[src/rtl/core/leb_pkg.sv]
// Shared types, constants and decode function for the line edit buffer.
// Used by every module under rtl/core but leb_ram; depends on nothing else.
`default_nettype none

package leb_pkg;

	// Buffer geometry.
	localparam int LINE_CAP = 64;
	localparam int ADDR_W   = $clog2(LINE_CAP);
	localparam int CNT_W    = $clog2(LINE_CAP + 1);

	// Fixed field widths of the command and result beats.
	localparam int OPC_W  = 2;
	localparam int KEY_W  = 8;
	localparam int CHAR_W = 16;
	localparam int REP_W  = 7;
	localparam int IDX_W  = 6;
	localparam int LEN_W  = 7;

	// Common width for compares that mix counts, indexes and repeat counts.
	localparam int CMP_A = (REP_W > IDX_W) ? REP_W : IDX_W;
	localparam int CMP_W = (CMP_A > CNT_W) ? CMP_A : CNT_W;

	// Two prompt characters precede the text on screen.
	localparam logic [LEN_W-1:0] PROMPT_COLS = LEN_W'(2);

	// Virtual key codes with a meaning of their own.
	localparam logic [KEY_W-1:0] KEY_BACK   = 8'h08;
	localparam logic [KEY_W-1:0] KEY_TAB    = 8'h09;
	localparam logic [KEY_W-1:0] KEY_RETURN = 8'h0D;
	localparam logic [KEY_W-1:0] KEY_ESCAPE = 8'h1B;
	localparam logic [KEY_W-1:0] KEY_END    = 8'h23;
	localparam logic [KEY_W-1:0] KEY_HOME   = 8'h24;
	localparam logic [KEY_W-1:0] KEY_LEFT   = 8'h25;
	localparam logic [KEY_W-1:0] KEY_RIGHT  = 8'h27;
	localparam logic [KEY_W-1:0] KEY_DELETE = 8'h2E;

	typedef enum logic [OPC_W-1:0] {
		OP_KEY   = 2'd0,
		OP_CLEAR = 2'd1,
		OP_READ  = 2'd2,
		OP_NOP   = 2'd3
	} op_t;

	typedef enum logic [2:0] {
		ACT_NONE,
		ACT_BACK,
		ACT_DEL,
		ACT_HOME,
		ACT_END,
		ACT_LEFT,
		ACT_RIGHT,
		ACT_INS
	} act_t;

	typedef enum logic [2:0] {
		ST_IDLE,
		ST_DECODE,
		ST_READ,
		ST_SHIFT_DN,
		ST_SHIFT_UP,
		ST_FILL
	} state_t;

	typedef enum logic [1:0] {
		PL_HOLD,
		PL_CURSOR,
		PL_CURSOR_P1,
		PL_FILL
	} ptr_load_t;

	// Final update of length and cursor; anything but UPD_NONE ends the item.
	typedef enum logic [3:0] {
		UPD_NONE,
		UPD_NOP,
		UPD_READ,
		UPD_CLEAR,
		UPD_HOME,
		UPD_END,
		UPD_LEFT,
		UPD_RIGHT,
		UPD_BACK,
		UPD_DEL,
		UPD_INS
	} upd_t;

	typedef struct packed {
		logic      latch;
		ptr_load_t ptr_load;
		logic      step_dn;
		logic      step_up;
		logic      fill_wr;
		logic      rd_req;
		logic      load_k;
		upd_t      upd;
	} dp_cmd_t;

	typedef struct packed {
		op_t  opc;
		act_t act;
		logic line_full;
		logic cur_zero;
		logic cur_at_end;
		logic ptr_lt_fill;
		logic ptr_gt_cur;
		logic ptr_lt_end;
	} dp_status_t;

	// Classifies a key event independent of the buffer state.
	function automatic act_t key_action(input logic down, input logic [KEY_W-1:0] code,
		input logic [CHAR_W-1:0] ch);
		act_t act;
		act = ACT_NONE;
		if (down) begin
			unique case (code) inside
				KEY_BACK: act = ACT_BACK;
				KEY_DELETE: act = ACT_DEL;
				KEY_HOME: act = ACT_HOME;
				KEY_END: act = ACT_END;
				KEY_LEFT: act = ACT_LEFT;
				KEY_RIGHT: act = ACT_RIGHT;
				KEY_TAB, KEY_RETURN, KEY_ESCAPE: act = ACT_NONE;
				default: act = (ch[7:0] != 8'h00) ? ACT_INS : ACT_NONE;
			endcase
		end
		return act;
	endfunction

endpackage

`default_nettype wire

[src/rtl/core/leb_ram.sv]
// Generic single write port, single read port RAM with registered read data.
// Stands alone; no package needed.
`default_nettype none

module leb_ram #(
	parameter int WIDTH = 16,
	parameter int DEPTH = 64
) (
	input  wire logic                     clk,
	input  wire logic                     we,
	input  wire logic [$clog2(DEPTH)-1:0] waddr,
	input  wire logic [WIDTH-1:0]         wdata,
	input  wire logic [$clog2(DEPTH)-1:0] raddr,
	output logic      [WIDTH-1:0]         rdata
);

	logic [WIDTH-1:0] mem_q [DEPTH];

	// Write and registered read.
	always_ff @(posedge clk) begin
		if (we) begin
			mem_q[waddr] <= wdata;
		end
		rdata <= mem_q[raddr];
	end

endmodule

`default_nettype wire

[src/rtl/core/leb_datapath.sv]
// Datapath of the line edit buffer: latched command, length, cursor, move pointer,
// character RAM and result registers. Depends on leb_pkg and leb_ram.
`default_nettype none

module leb_datapath (
	input  wire logic                             clk,
	input  wire logic                             arst_n,
	input  wire logic [leb_pkg::OPC_W-1:0]        opcode,
	input  wire logic                             key_down,
	input  wire logic [leb_pkg::KEY_W-1:0]        key_code,
	input  wire logic [leb_pkg::CHAR_W-1:0]       char_value,
	input  wire logic [leb_pkg::REP_W-1:0]        repeat_count,
	input  wire logic [leb_pkg::IDX_W-1:0]        read_index,
	input  wire leb_pkg::dp_cmd_t                 cmd,
	output leb_pkg::dp_status_t                   status,
	output logic                                  done,
	output logic                                  changed,
	output logic [leb_pkg::LEN_W-1:0]             line_length,
	output logic [leb_pkg::LEN_W-1:0]             cursor_pos,
	output logic [leb_pkg::LEN_W-1:0]             cursor_column,
	output logic [leb_pkg::CHAR_W-1:0]            read_char,
	output logic                                  read_valid
);

	// Latched command beat.
	leb_pkg::op_t                 opc_q;
	logic                         down_q;
	logic [leb_pkg::KEY_W-1:0]    code_q;
	logic [leb_pkg::CHAR_W-1:0]   ch_q;
	logic [leb_pkg::REP_W-1:0]    reps_q;
	logic [leb_pkg::IDX_W-1:0]    idx_q;

	// Buffer state and move control.
	logic [leb_pkg::CNT_W-1:0]    fill_q;
	logic [leb_pkg::CNT_W-1:0]    cursor_q;
	logic [leb_pkg::CNT_W-1:0]    ptr_q;
	logic [leb_pkg::CNT_W-1:0]    k_q;
	logic                         valid_s1;
	logic [leb_pkg::ADDR_W-1:0]   dest_s1;

	// Result registers.
	logic                         done_q;
	logic                         changed_q;
	logic [leb_pkg::CHAR_W-1:0]   read_char_q;
	logic                         read_valid_q;

	// Derived values.
	logic [leb_pkg::CNT_W-1:0]    ptr_dec;
	logic [leb_pkg::CNT_W-1:0]    up_dest;
	logic [leb_pkg::CNT_W-1:0]    ins_end;
	logic [leb_pkg::CNT_W-1:0]    room;
	logic [leb_pkg::CNT_W-1:0]    k_next;
	logic                         idx_in_line;

	// RAM ports.
	logic                         ram_we;
	logic [leb_pkg::ADDR_W-1:0]   ram_waddr;
	logic [leb_pkg::CHAR_W-1:0]   ram_wdata;
	logic [leb_pkg::ADDR_W-1:0]   ram_raddr;
	logic [leb_pkg::CHAR_W-1:0]   ram_rdata;

	// Address arithmetic for the move beats, insertion count clamp and read index check.
	always_comb begin
		ptr_dec = ptr_q - leb_pkg::CNT_W'(1);
		up_dest = ptr_dec + k_q;
		ins_end = cursor_q + k_q;
		room    = leb_pkg::CNT_W'(leb_pkg::LINE_CAP) - fill_q;
		if (leb_pkg::CMP_W'(reps_q) < leb_pkg::CMP_W'(room)) begin
			k_next = leb_pkg::CNT_W'(reps_q);
		end else begin
			k_next = room;
		end
		idx_in_line = leb_pkg::CMP_W'(idx_q) < leb_pkg::CMP_W'(fill_q);
	end

	// Status toward the controller.
	always_comb begin
		status.opc         = opc_q;
		status.act         = leb_pkg::key_action(down_q, code_q, ch_q);
		status.line_full   = fill_q == leb_pkg::CNT_W'(leb_pkg::LINE_CAP);
		status.cur_zero    = cursor_q == '0;
		status.cur_at_end  = cursor_q == fill_q;
		status.ptr_lt_fill = ptr_q < fill_q;
		status.ptr_gt_cur  = ptr_q > cursor_q;
		status.ptr_lt_end  = ptr_q < ins_end;
	end

	// RAM port selection: a pending move write, or a fill write of the new character.
	always_comb begin
		ram_we    = valid_s1 | cmd.fill_wr;
		ram_waddr = valid_s1 ? dest_s1 : ptr_q[leb_pkg::ADDR_W-1:0];
		ram_wdata = valid_s1 ? ram_rdata : ch_q;
		if (cmd.rd_req) begin
			ram_raddr = idx_q[leb_pkg::ADDR_W-1:0];
		end else if (cmd.step_up) begin
			ram_raddr = ptr_dec[leb_pkg::ADDR_W-1:0];
		end else begin
			ram_raddr = ptr_q[leb_pkg::ADDR_W-1:0];
		end
	end

	leb_ram #(
		.WIDTH(leb_pkg::CHAR_W),
		.DEPTH(leb_pkg::LINE_CAP)
	) u_ram (
		.clk  (clk),
		.we   (ram_we),
		.waddr(ram_waddr),
		.wdata(ram_wdata),
		.raddr(ram_raddr),
		.rdata(ram_rdata)
	);

	// Command beat, pointer, insertion count, move stage payload and read character.
	always_ff @(posedge clk) begin
		if (cmd.latch) begin
			opc_q  <= leb_pkg::op_t'(opcode);
			down_q <= key_down;
			code_q <= key_code;
			ch_q   <= char_value;
			reps_q <= repeat_count;
			idx_q  <= read_index;
		end
		if (cmd.load_k) begin
			k_q <= k_next;
		end
		unique case (cmd.ptr_load)
			leb_pkg::PL_CURSOR: ptr_q <= cursor_q;
			leb_pkg::PL_CURSOR_P1: ptr_q <= cursor_q + leb_pkg::CNT_W'(1);
			leb_pkg::PL_FILL: ptr_q <= fill_q;
			default: begin
				if (cmd.step_dn || cmd.fill_wr) begin
					ptr_q <= ptr_q + leb_pkg::CNT_W'(1);
				end else if (cmd.step_up) begin
					ptr_q <= ptr_dec;
				end
			end
		endcase
		if (cmd.step_dn) begin
			dest_s1 <= ptr_dec[leb_pkg::ADDR_W-1:0];
		end else begin
			dest_s1 <= up_dest[leb_pkg::ADDR_W-1:0];
		end
		if (cmd.upd == leb_pkg::UPD_READ) begin
			read_char_q <= idx_in_line ? ram_rdata : '0;
		end else if (cmd.upd != leb_pkg::UPD_NONE) begin
			read_char_q <= '0;
		end
	end

	// Length, cursor, move stage valid, result strobe and result flags.
	always_ff @(posedge clk or negedge arst_n) begin
		if (!arst_n) begin
			fill_q       <= '0;
			cursor_q     <= '0;
			valid_s1     <= 1'b0;
			done_q       <= 1'b0;
			changed_q    <= 1'b0;
			read_valid_q <= 1'b0;
		end else begin
			valid_s1 <= cmd.step_dn | cmd.step_up;
			done_q   <= cmd.upd != leb_pkg::UPD_NONE;
			if (cmd.upd != leb_pkg::UPD_NONE) begin
				changed_q    <= !(cmd.upd == leb_pkg::UPD_NOP || cmd.upd == leb_pkg::UPD_READ);
				read_valid_q <= (cmd.upd == leb_pkg::UPD_READ) && idx_in_line;
			end
			unique case (cmd.upd)
				leb_pkg::UPD_CLEAR: begin
					fill_q   <= '0;
					cursor_q <= '0;
				end
				leb_pkg::UPD_HOME: cursor_q <= '0;
				leb_pkg::UPD_END: cursor_q <= fill_q;
				leb_pkg::UPD_LEFT: cursor_q <= cursor_q - leb_pkg::CNT_W'(1);
				leb_pkg::UPD_RIGHT: cursor_q <= cursor_q + leb_pkg::CNT_W'(1);
				leb_pkg::UPD_BACK: begin
					fill_q   <= fill_q - leb_pkg::CNT_W'(1);
					cursor_q <= cursor_q - leb_pkg::CNT_W'(1);
				end
				leb_pkg::UPD_DEL: fill_q <= fill_q - leb_pkg::CNT_W'(1);
				leb_pkg::UPD_INS: begin
					fill_q   <= fill_q + k_q;
					cursor_q <= ins_end;
				end
				default: begin
				end
			endcase
		end
	end

	// Result ports.
	always_comb begin
		done          = done_q;
		changed       = changed_q;
		line_length   = leb_pkg::LEN_W'(fill_q);
		cursor_pos    = leb_pkg::LEN_W'(cursor_q);
		cursor_column = leb_pkg::LEN_W'(cursor_q) + leb_pkg::PROMPT_COLS;
		read_char     = read_char_q;
		read_valid    = read_valid_q;
	end

endmodule

`default_nettype wire

[src/rtl/core/leb_ctrl.sv]
// Controller state machine of the line edit buffer: decodes each command beat
// and sequences the character moves. Depends on leb_pkg.
`default_nettype none

module leb_ctrl (
	input  wire logic                clk,
	input  wire logic                arst_n,
	input  wire logic                start,
	input  wire leb_pkg::dp_status_t status,
	output leb_pkg::dp_cmd_t         cmd,
	output logic                     busy
);

	leb_pkg::state_t state_q;
	leb_pkg::state_t state_d;

	// State register.
	always_ff @(posedge clk or negedge arst_n) begin
		if (!arst_n) begin
			state_q <= leb_pkg::ST_IDLE;
		end else begin
			state_q <= state_d;
		end
	end

	// Next state and datapath commands.
	always_comb begin
		state_d      = state_q;
		cmd.latch    = 1'b0;
		cmd.ptr_load = leb_pkg::PL_HOLD;
		cmd.step_dn  = 1'b0;
		cmd.step_up  = 1'b0;
		cmd.fill_wr  = 1'b0;
		cmd.rd_req   = 1'b0;
		cmd.load_k   = 1'b0;
		cmd.upd      = leb_pkg::UPD_NONE;
		busy         = state_q != leb_pkg::ST_IDLE;

		unique case (state_q)
			leb_pkg::ST_IDLE: begin
				if (start) begin
					cmd.latch = 1'b1;
					state_d   = leb_pkg::ST_DECODE;
				end
			end
			leb_pkg::ST_DECODE: begin
				state_d = leb_pkg::ST_IDLE;
				unique case (status.opc)
					leb_pkg::OP_CLEAR: cmd.upd = leb_pkg::UPD_CLEAR;
					leb_pkg::OP_READ: begin
						cmd.rd_req = 1'b1;
						state_d    = leb_pkg::ST_READ;
					end
					leb_pkg::OP_NOP: cmd.upd = leb_pkg::UPD_NOP;
					default: begin
						unique case (status.act)
							leb_pkg::ACT_HOME: cmd.upd = leb_pkg::UPD_HOME;
							leb_pkg::ACT_END: cmd.upd = leb_pkg::UPD_END;
							leb_pkg::ACT_LEFT: begin
								cmd.upd = status.cur_zero ? leb_pkg::UPD_NOP : leb_pkg::UPD_LEFT;
							end
							leb_pkg::ACT_RIGHT: begin
								cmd.upd = status.cur_at_end ? leb_pkg::UPD_NOP
									: leb_pkg::UPD_RIGHT;
							end
							leb_pkg::ACT_BACK: begin
								if (status.cur_zero) begin
									cmd.upd = leb_pkg::UPD_NOP;
								end else begin
									cmd.ptr_load = leb_pkg::PL_CURSOR;
									state_d      = leb_pkg::ST_SHIFT_DN;
								end
							end
							leb_pkg::ACT_DEL: begin
								if (status.cur_at_end) begin
									cmd.upd = leb_pkg::UPD_NOP;
								end else begin
									cmd.ptr_load = leb_pkg::PL_CURSOR_P1;
									state_d      = leb_pkg::ST_SHIFT_DN;
								end
							end
							leb_pkg::ACT_INS: begin
								if (status.line_full) begin
									cmd.upd = leb_pkg::UPD_NOP;
								end else begin
									cmd.load_k   = 1'b1;
									cmd.ptr_load = leb_pkg::PL_FILL;
									state_d      = leb_pkg::ST_SHIFT_UP;
								end
							end
							default: cmd.upd = leb_pkg::UPD_NOP;
						endcase
					end
				endcase
			end
			leb_pkg::ST_READ: begin
				cmd.upd = leb_pkg::UPD_READ;
				state_d = leb_pkg::ST_IDLE;
			end
			// Close the gap: move each character after the removed one down by one.
			leb_pkg::ST_SHIFT_DN: begin
				if (status.ptr_lt_fill) begin
					cmd.step_dn = 1'b1;
				end else begin
					cmd.upd = (status.act == leb_pkg::ACT_BACK) ? leb_pkg::UPD_BACK
						: leb_pkg::UPD_DEL;
					state_d = leb_pkg::ST_IDLE;
				end
			end
			// Open a gap at the cursor, moving the tail up from its last character.
			leb_pkg::ST_SHIFT_UP: begin
				if (status.ptr_gt_cur) begin
					cmd.step_up = 1'b1;
				end else begin
					state_d = leb_pkg::ST_FILL;
				end
			end
			// Write the inserted copies into the gap.
			leb_pkg::ST_FILL: begin
				if (status.ptr_lt_end) begin
					cmd.fill_wr = 1'b1;
				end else begin
					cmd.upd = leb_pkg::UPD_INS;
					state_d = leb_pkg::ST_IDLE;
				end
			end
			default: state_d = leb_pkg::ST_IDLE;
		endcase
	end

endmodule

`default_nettype wire

[src/rtl/core/line_edit_buffer.sv]
// Top level of the line edit buffer: joins the controller and the datapath.
// Depends on leb_pkg, leb_ctrl, leb_datapath and leb_ram.
`default_nettype none

// A command beat is taken on a clock edge with start high and busy low, and
// each beat gives exactly one result beat, marked by done for a single cycle;
// the receiver cannot stall it, so it must sample the result in that cycle.
// The next command may be presented in the cycle that done is high. Clear,
// cursor moves, ignored keys and no-ops give their result from the decode
// state, a read from the read state after it. Backspace and delete then move
// each character behind the removed one down, and an insertion of k copies
// moves each character behind the cursor up and then writes the k copies.
// These moves go through the single character RAM, which moves one
// character per cycle through its one read and one write port. The RAM
// needs no clearing after reset; only data from positions below the line
// length is ever used.
module line_edit_buffer (
	input  wire logic                       clk,
	input  wire logic                       arst_n,
	input  wire logic                       start,
	output logic                            busy,
	input  wire logic [leb_pkg::OPC_W-1:0]  opcode,
	input  wire logic                       key_down,
	input  wire logic [leb_pkg::KEY_W-1:0]  key_code,
	input  wire logic [leb_pkg::CHAR_W-1:0] char_value,
	input  wire logic [leb_pkg::REP_W-1:0]  repeat_count,
	input  wire logic [leb_pkg::IDX_W-1:0]  read_index,
	output logic                            done,
	output logic                            changed,
	output logic [leb_pkg::LEN_W-1:0]       line_length,
	output logic [leb_pkg::LEN_W-1:0]       cursor_pos,
	output logic [leb_pkg::LEN_W-1:0]       cursor_column,
	output logic [leb_pkg::CHAR_W-1:0]      read_char,
	output logic                            read_valid
);

	leb_pkg::dp_cmd_t    cmd;
	leb_pkg::dp_status_t status;

	leb_ctrl u_ctrl (
		.clk   (clk),
		.arst_n(arst_n),
		.start (start),
		.status(status),
		.cmd   (cmd),
		.busy  (busy)
	);

	leb_datapath u_datapath (
		.clk          (clk),
		.arst_n       (arst_n),
		.opcode       (opcode),
		.key_down     (key_down),
		.key_code     (key_code),
		.char_value   (char_value),
		.repeat_count (repeat_count),
		.read_index   (read_index),
		.cmd          (cmd),
		.status       (status),
		.done         (done),
		.changed      (changed),
		.line_length  (line_length),
		.cursor_pos   (cursor_pos),
		.cursor_column(cursor_column),
		.read_char    (read_char),
		.read_valid   (read_valid)
	);

`ifndef ASSERT_OFF
	// The cursor never passes the end of the line in a result beat.
	a_cursor_in_line: assert property (@(posedge clk) disable iff (!arst_n)
		done |-> cursor_pos <= line_length)
		else $error("cursor beyond line end");

	// The line never grows past its capacity.
	a_length_cap: assert property (@(posedge clk) disable iff (!arst_n)
		line_length <= leb_pkg::LEN_W'(leb_pkg::LINE_CAP))
		else $error("line length above capacity");

	// A taken command keeps the block busy in the next cycle.
	a_busy_after_start: assert property (@(posedge clk) disable iff (!arst_n)
		start && !busy |=> busy)
		else $error("command taken without going busy");

	// A result beat only appears once the item has finished.
	a_done_idle: assert property (@(posedge clk) disable iff (!arst_n)
		done |-> !busy)
		else $error("result beat while still busy");
`endif

endmodule

`default_nettype wire
[config.mk]
export PLATFORM = sky130hd
export DESIGN_NAME = line_edit_buffer
export DESIGN_NICKNAME = d
export VERILOG_FILES = /design/src/rtl/core/leb_pkg.sv /design/src/rtl/core/leb_ram.sv /design/src/rtl/core/leb_datapath.sv /design/src/rtl/core/leb_ctrl.sv /design/src/rtl/core/line_edit_buffer.sv
export SDC_FILE = /design/constraint.sdc
export NUM_CORES = 2
export LEC_CHECK = 0
export ABC_AREA = 1
export BUFFER_PORTS_ARGS = -buffer_cell sky130_fd_sc_hd__buf_2
export CAP_MARGIN = 30
export CORE_MARGIN = 3
export CORE_UTILIZATION = 52
export CTS_CLUSTER_DIAMETER = 80
export DETAILED_ROUTE_END_ITERATION = 6
export MAX_ROUTING_LAYER = met4
export PLACE_DENSITY = 0.68
export SLEW_MARGIN = 0
export SYNTH_ARGS = -nofsm -noshare
export SYNTH_HDL_FRONTEND = slang
export SYNTH_SLANG_ARGS = --single-unit
[constraint.sdc]
create_clock -name clk -period 5.2 [get_ports clk]
set_input_delay 0.26 -clock clk [delete_from_list [all_inputs] [get_ports clk]]
set_output_delay 0.26 -clock clk [all_outputs]
set_load 0.03 [all_outputs]
==> impl_results.md <==
* Tmin final at 4.82 ns
* WHS at about 0.033 ns
* Antenna violations before repair at 2
* Drt via density at 5.58
* Synth top cells by count: nand2_1, edfxtp_1, nand3_1
* Nets at 5102
* Logic gate share of total power at 42.1%
* DR vias at 35600
* Clock sink count at approximately 1100
* Cell-internal power at 19.8 mW
* Iteration-0 DRC Markers at 4703
* Crit path max fanout at 3
* RSZ-0062 raised after global routing: no
* Worst vdd ir at 0.000505 V
* Chip width at 320 um
* Synth-to-layout area growth at 12.5%
* Share of layout cells above drive strength 1 at 10.6%
* Actual slew at the worst max-slew pin at approximately 1.1 ns
* First-pass GRT wire length at 209 mm
* Clock tree from TritonCTS: yes
* Placer Congestion at 0.927
* Antenna Violating Nets Remaining at 0
* Synth top area share at 64.0%
* Worst skew pair latency at roughly 0.73 ns
* Total GRT Usage at 27.9%
* FF-to-FF setup slack at 0.38 ns
* R2r worst-path depth at 27
* Pre-CTS setup slack at 0.424 ns
* Layout Skew at 0.0513 ns
* Max Cap Viol at 0
* Clock Path Buffers at 3
* Met2 Track Usage GR at roughly 43%
* Clk pwr share at a little under a quarter
* I/O pins at 84
* Max Slew Vio Count at 0
* Total power at 34.4 mW
* Rows at between 100 and 150
* Post-synthesis sequential area ratio at about two thirds
* Ys async rst share at 1.85%
* Mapped cell area at ~51000 um2
* First-pass DRT Iterations at 6
* Setup ws final at 0.379 ns
* Worst path max stage delay at 0.45 ns
* Final hold viol count at 0
* Routing usage on met3 at between 3 and 4%
* Buf/Inv on CP at 2
* Switching share of power at between 40 and 50%
* Final Cell Area at 57800 um2
* Synth Flop Type: edfxtp_1
* Slew headroom at 29.1%
* Period utilisation layout at between 90% and 100%
* EDFF count, synth at 1094
* Worst-path clk slew at 0.06 ns
* Starting Density at 52.8%
* Postcts setup bufs at 0
* Core ar. at 97300 um2
* DIE AREA at 103000 um2
* DP HPWL at 84.7 mm
* Hold WC Path Type: primary input to flop
* Most frequent cell after synthesis: nand2_1
* Vias in the first global route at 33500
* Detailed Route WL at 140 mm
* CP top delay family: adder cells
* Max Clk Rate at between 200 and 250 MHz
* Die height at 320 um
* Crit-path most repeated cell: nor2_1
* Synth Net Count at 4949
* Grt total ovfl at 0
* Worst path depth at 27
* Slowest CP cell: fa_1
* Setup CP Type: flop to flop
* Port buffer count at between 80 and 90
* Area leader, netlist: edfxtp_1
* Leak Pwr at 23.7 nW
* Met1 GRT Util at a little under two fifths
* Flops & latches, synth at ~1100
* Placed cell areas at 53700 um2
* Antenna Cells at 0
* Synth Instances at 4843
* Setup crit end kind: flop
* Clock H-tree levels at 3
* Status: completed
* WP data required at 5.83 ns
* DRC viols at 0
* CTS Buf Count at 116
* Setup TNS at 0 ns
* Sequential Power Share at 34.7%
* Root Buffer: clkbuf_16
* Synth cell types at 52
* CP startpoint kind: flop
* Fillers at between 7000 and 8000
* CP arrival at about 5.5 ns
* Psw at between 10 and 15 mW
* Synth top area cells: edfxtp_1, nand2_1, nand3_1, inv_1, o211ai_2
* Final-report setup violation count at 0
* Synth warnings at 0
* Pwr/cell area at between 500 and 600 nW/um2
* Pin count of the biggest net entering global routing at approximately 160
* Gr busiest metal: met2
* Syn_area_per_cell at 10.6 um2
* Routed length per instance at around 22 um
* Depth of the worst hold-timing path at 3
worst paths after layout:
kind | start | to
worst min register to register | u_datapath.read_valid | u_datapath.read_valid
min in group asynchronous | arst_n | u_datapath.cursor_pos[6]
max in group asynchronous | arst_n | u_datapath.cursor_pos[3]
worst max-delay path | u_datapath.k_q[0] | u_datapath.line_length[6]
worst max register to register | u_datapath.k_q[0] | u_datapath.line_length[6]
worst min-delay path | start | u_datapath.ch_q[13]
cell type report:
cell class                 instances  area [um2]  area share, %
multi-input combinational       2785       13900           24.1
sequential                      1137       33800           58.6
tap                             1276        1600           2.76
clock buffer                     146        3070           5.31
timing repair buffer             276        2250           3.90
inverter                         680        2570           4.46
clock inverter                    72         541          0.936
cell usage in the layout, fill, tap and decap left out, drive strengths merged:
cell type / Yosys / final
or2: 14 / 14
a21o: 1 / 1
o221ai: 4 / 4
nor3: 12 / 12
o21ai: 58 / 58
nand3b: 65 / 65
dfxtp: 22 / 22
dfrtp: 21 / 21
a21oi: 40 / 40
buf: 195 / 235
xnor2: 6 / 6
and2: 1 / 1
and3: 1 / 1
a2bb2oi: 1 / 1
nor2: 183 / 183
o211ai: 103 / 103
ha: 60 / 60
edfxtp: 1094 / 1094
o21bai: 3 / 3
nand4: 29 / 29
inv: 675 / 679
o2111ai: 2 / 2
o21a: 1 / 1
a31oi: 4 / 4
o22ai: 4 / 4
dlygate4sd3: 0 / 41
fa: 3 / 3
a211oi: 1 / 1
xor2: 31 / 31
nand3: 784 / 784
bufinv: 0 / 7
a221oi: 1 / 1
clkbuf: 46 / 146
clkinv: 5 / 66
nand2: 1372 / 1372
a41oi: 1 / 1
state kept, by name, summed over array words and instances (netlist names), 8 cells and up:
name,cells
u_datapath.u_ram.mem_q,1024
u_datapath.ch_q,16
u_datapath.read_char,16
u_datapath.u_ram.rdata,16
u_datapath.code_q,8
layer usage:
metal	up-vias	wire length (um)
met5	-	0
met2	1554	65300
met4	0	6330
met3	326	11600
met1	17100	56500
li1	16500	-
stage by stage:
stage          instances  utilization (%)
2_1_floorplan       4843                -
3_3_place_gp        6111             55.2
3_5_place_dp        6113             55.2
4_1_cts             6372             59.4
5_1_grt             6372             59.4
6_report            6372             59.4
repair_timing:
action,CTS,global route
hold buffers,41,0
gates resized for setup,0,1
endpoints found under the hold margin,61,0
setup endpoints to repair,0,1
power groups by stage:
stage	logic, mW	registers [mW]	clock network [mW]
after floorplan	8.75	12.4	0
after global placement	14.0	12.1	0
after detailed placement	14.2	12.1	0
after CTS	14.3	11.9	8.07
after global routing	15.6	11.9	8.45
final	14.5	11.9	7.98
cell families (layout without fill, tap and decap cells):
family          Yosys count  in the layout  synth area share [%]
xor+xnor                 37             37                 0.631
fa+ha+maj                63             63                  1.58
compound gates          224            224                  3.60
simple gates           2461           2461                  20.8
buf+inv                 921           1174                  7.54
flops                  1137           1137                  65.9
tightest hold or removal path, stage by stage:
cell and delay [ns]:
buf_2 0.12, inv_1 0.09, nor2_4 0.10
(Power assumes the default switching activity.)
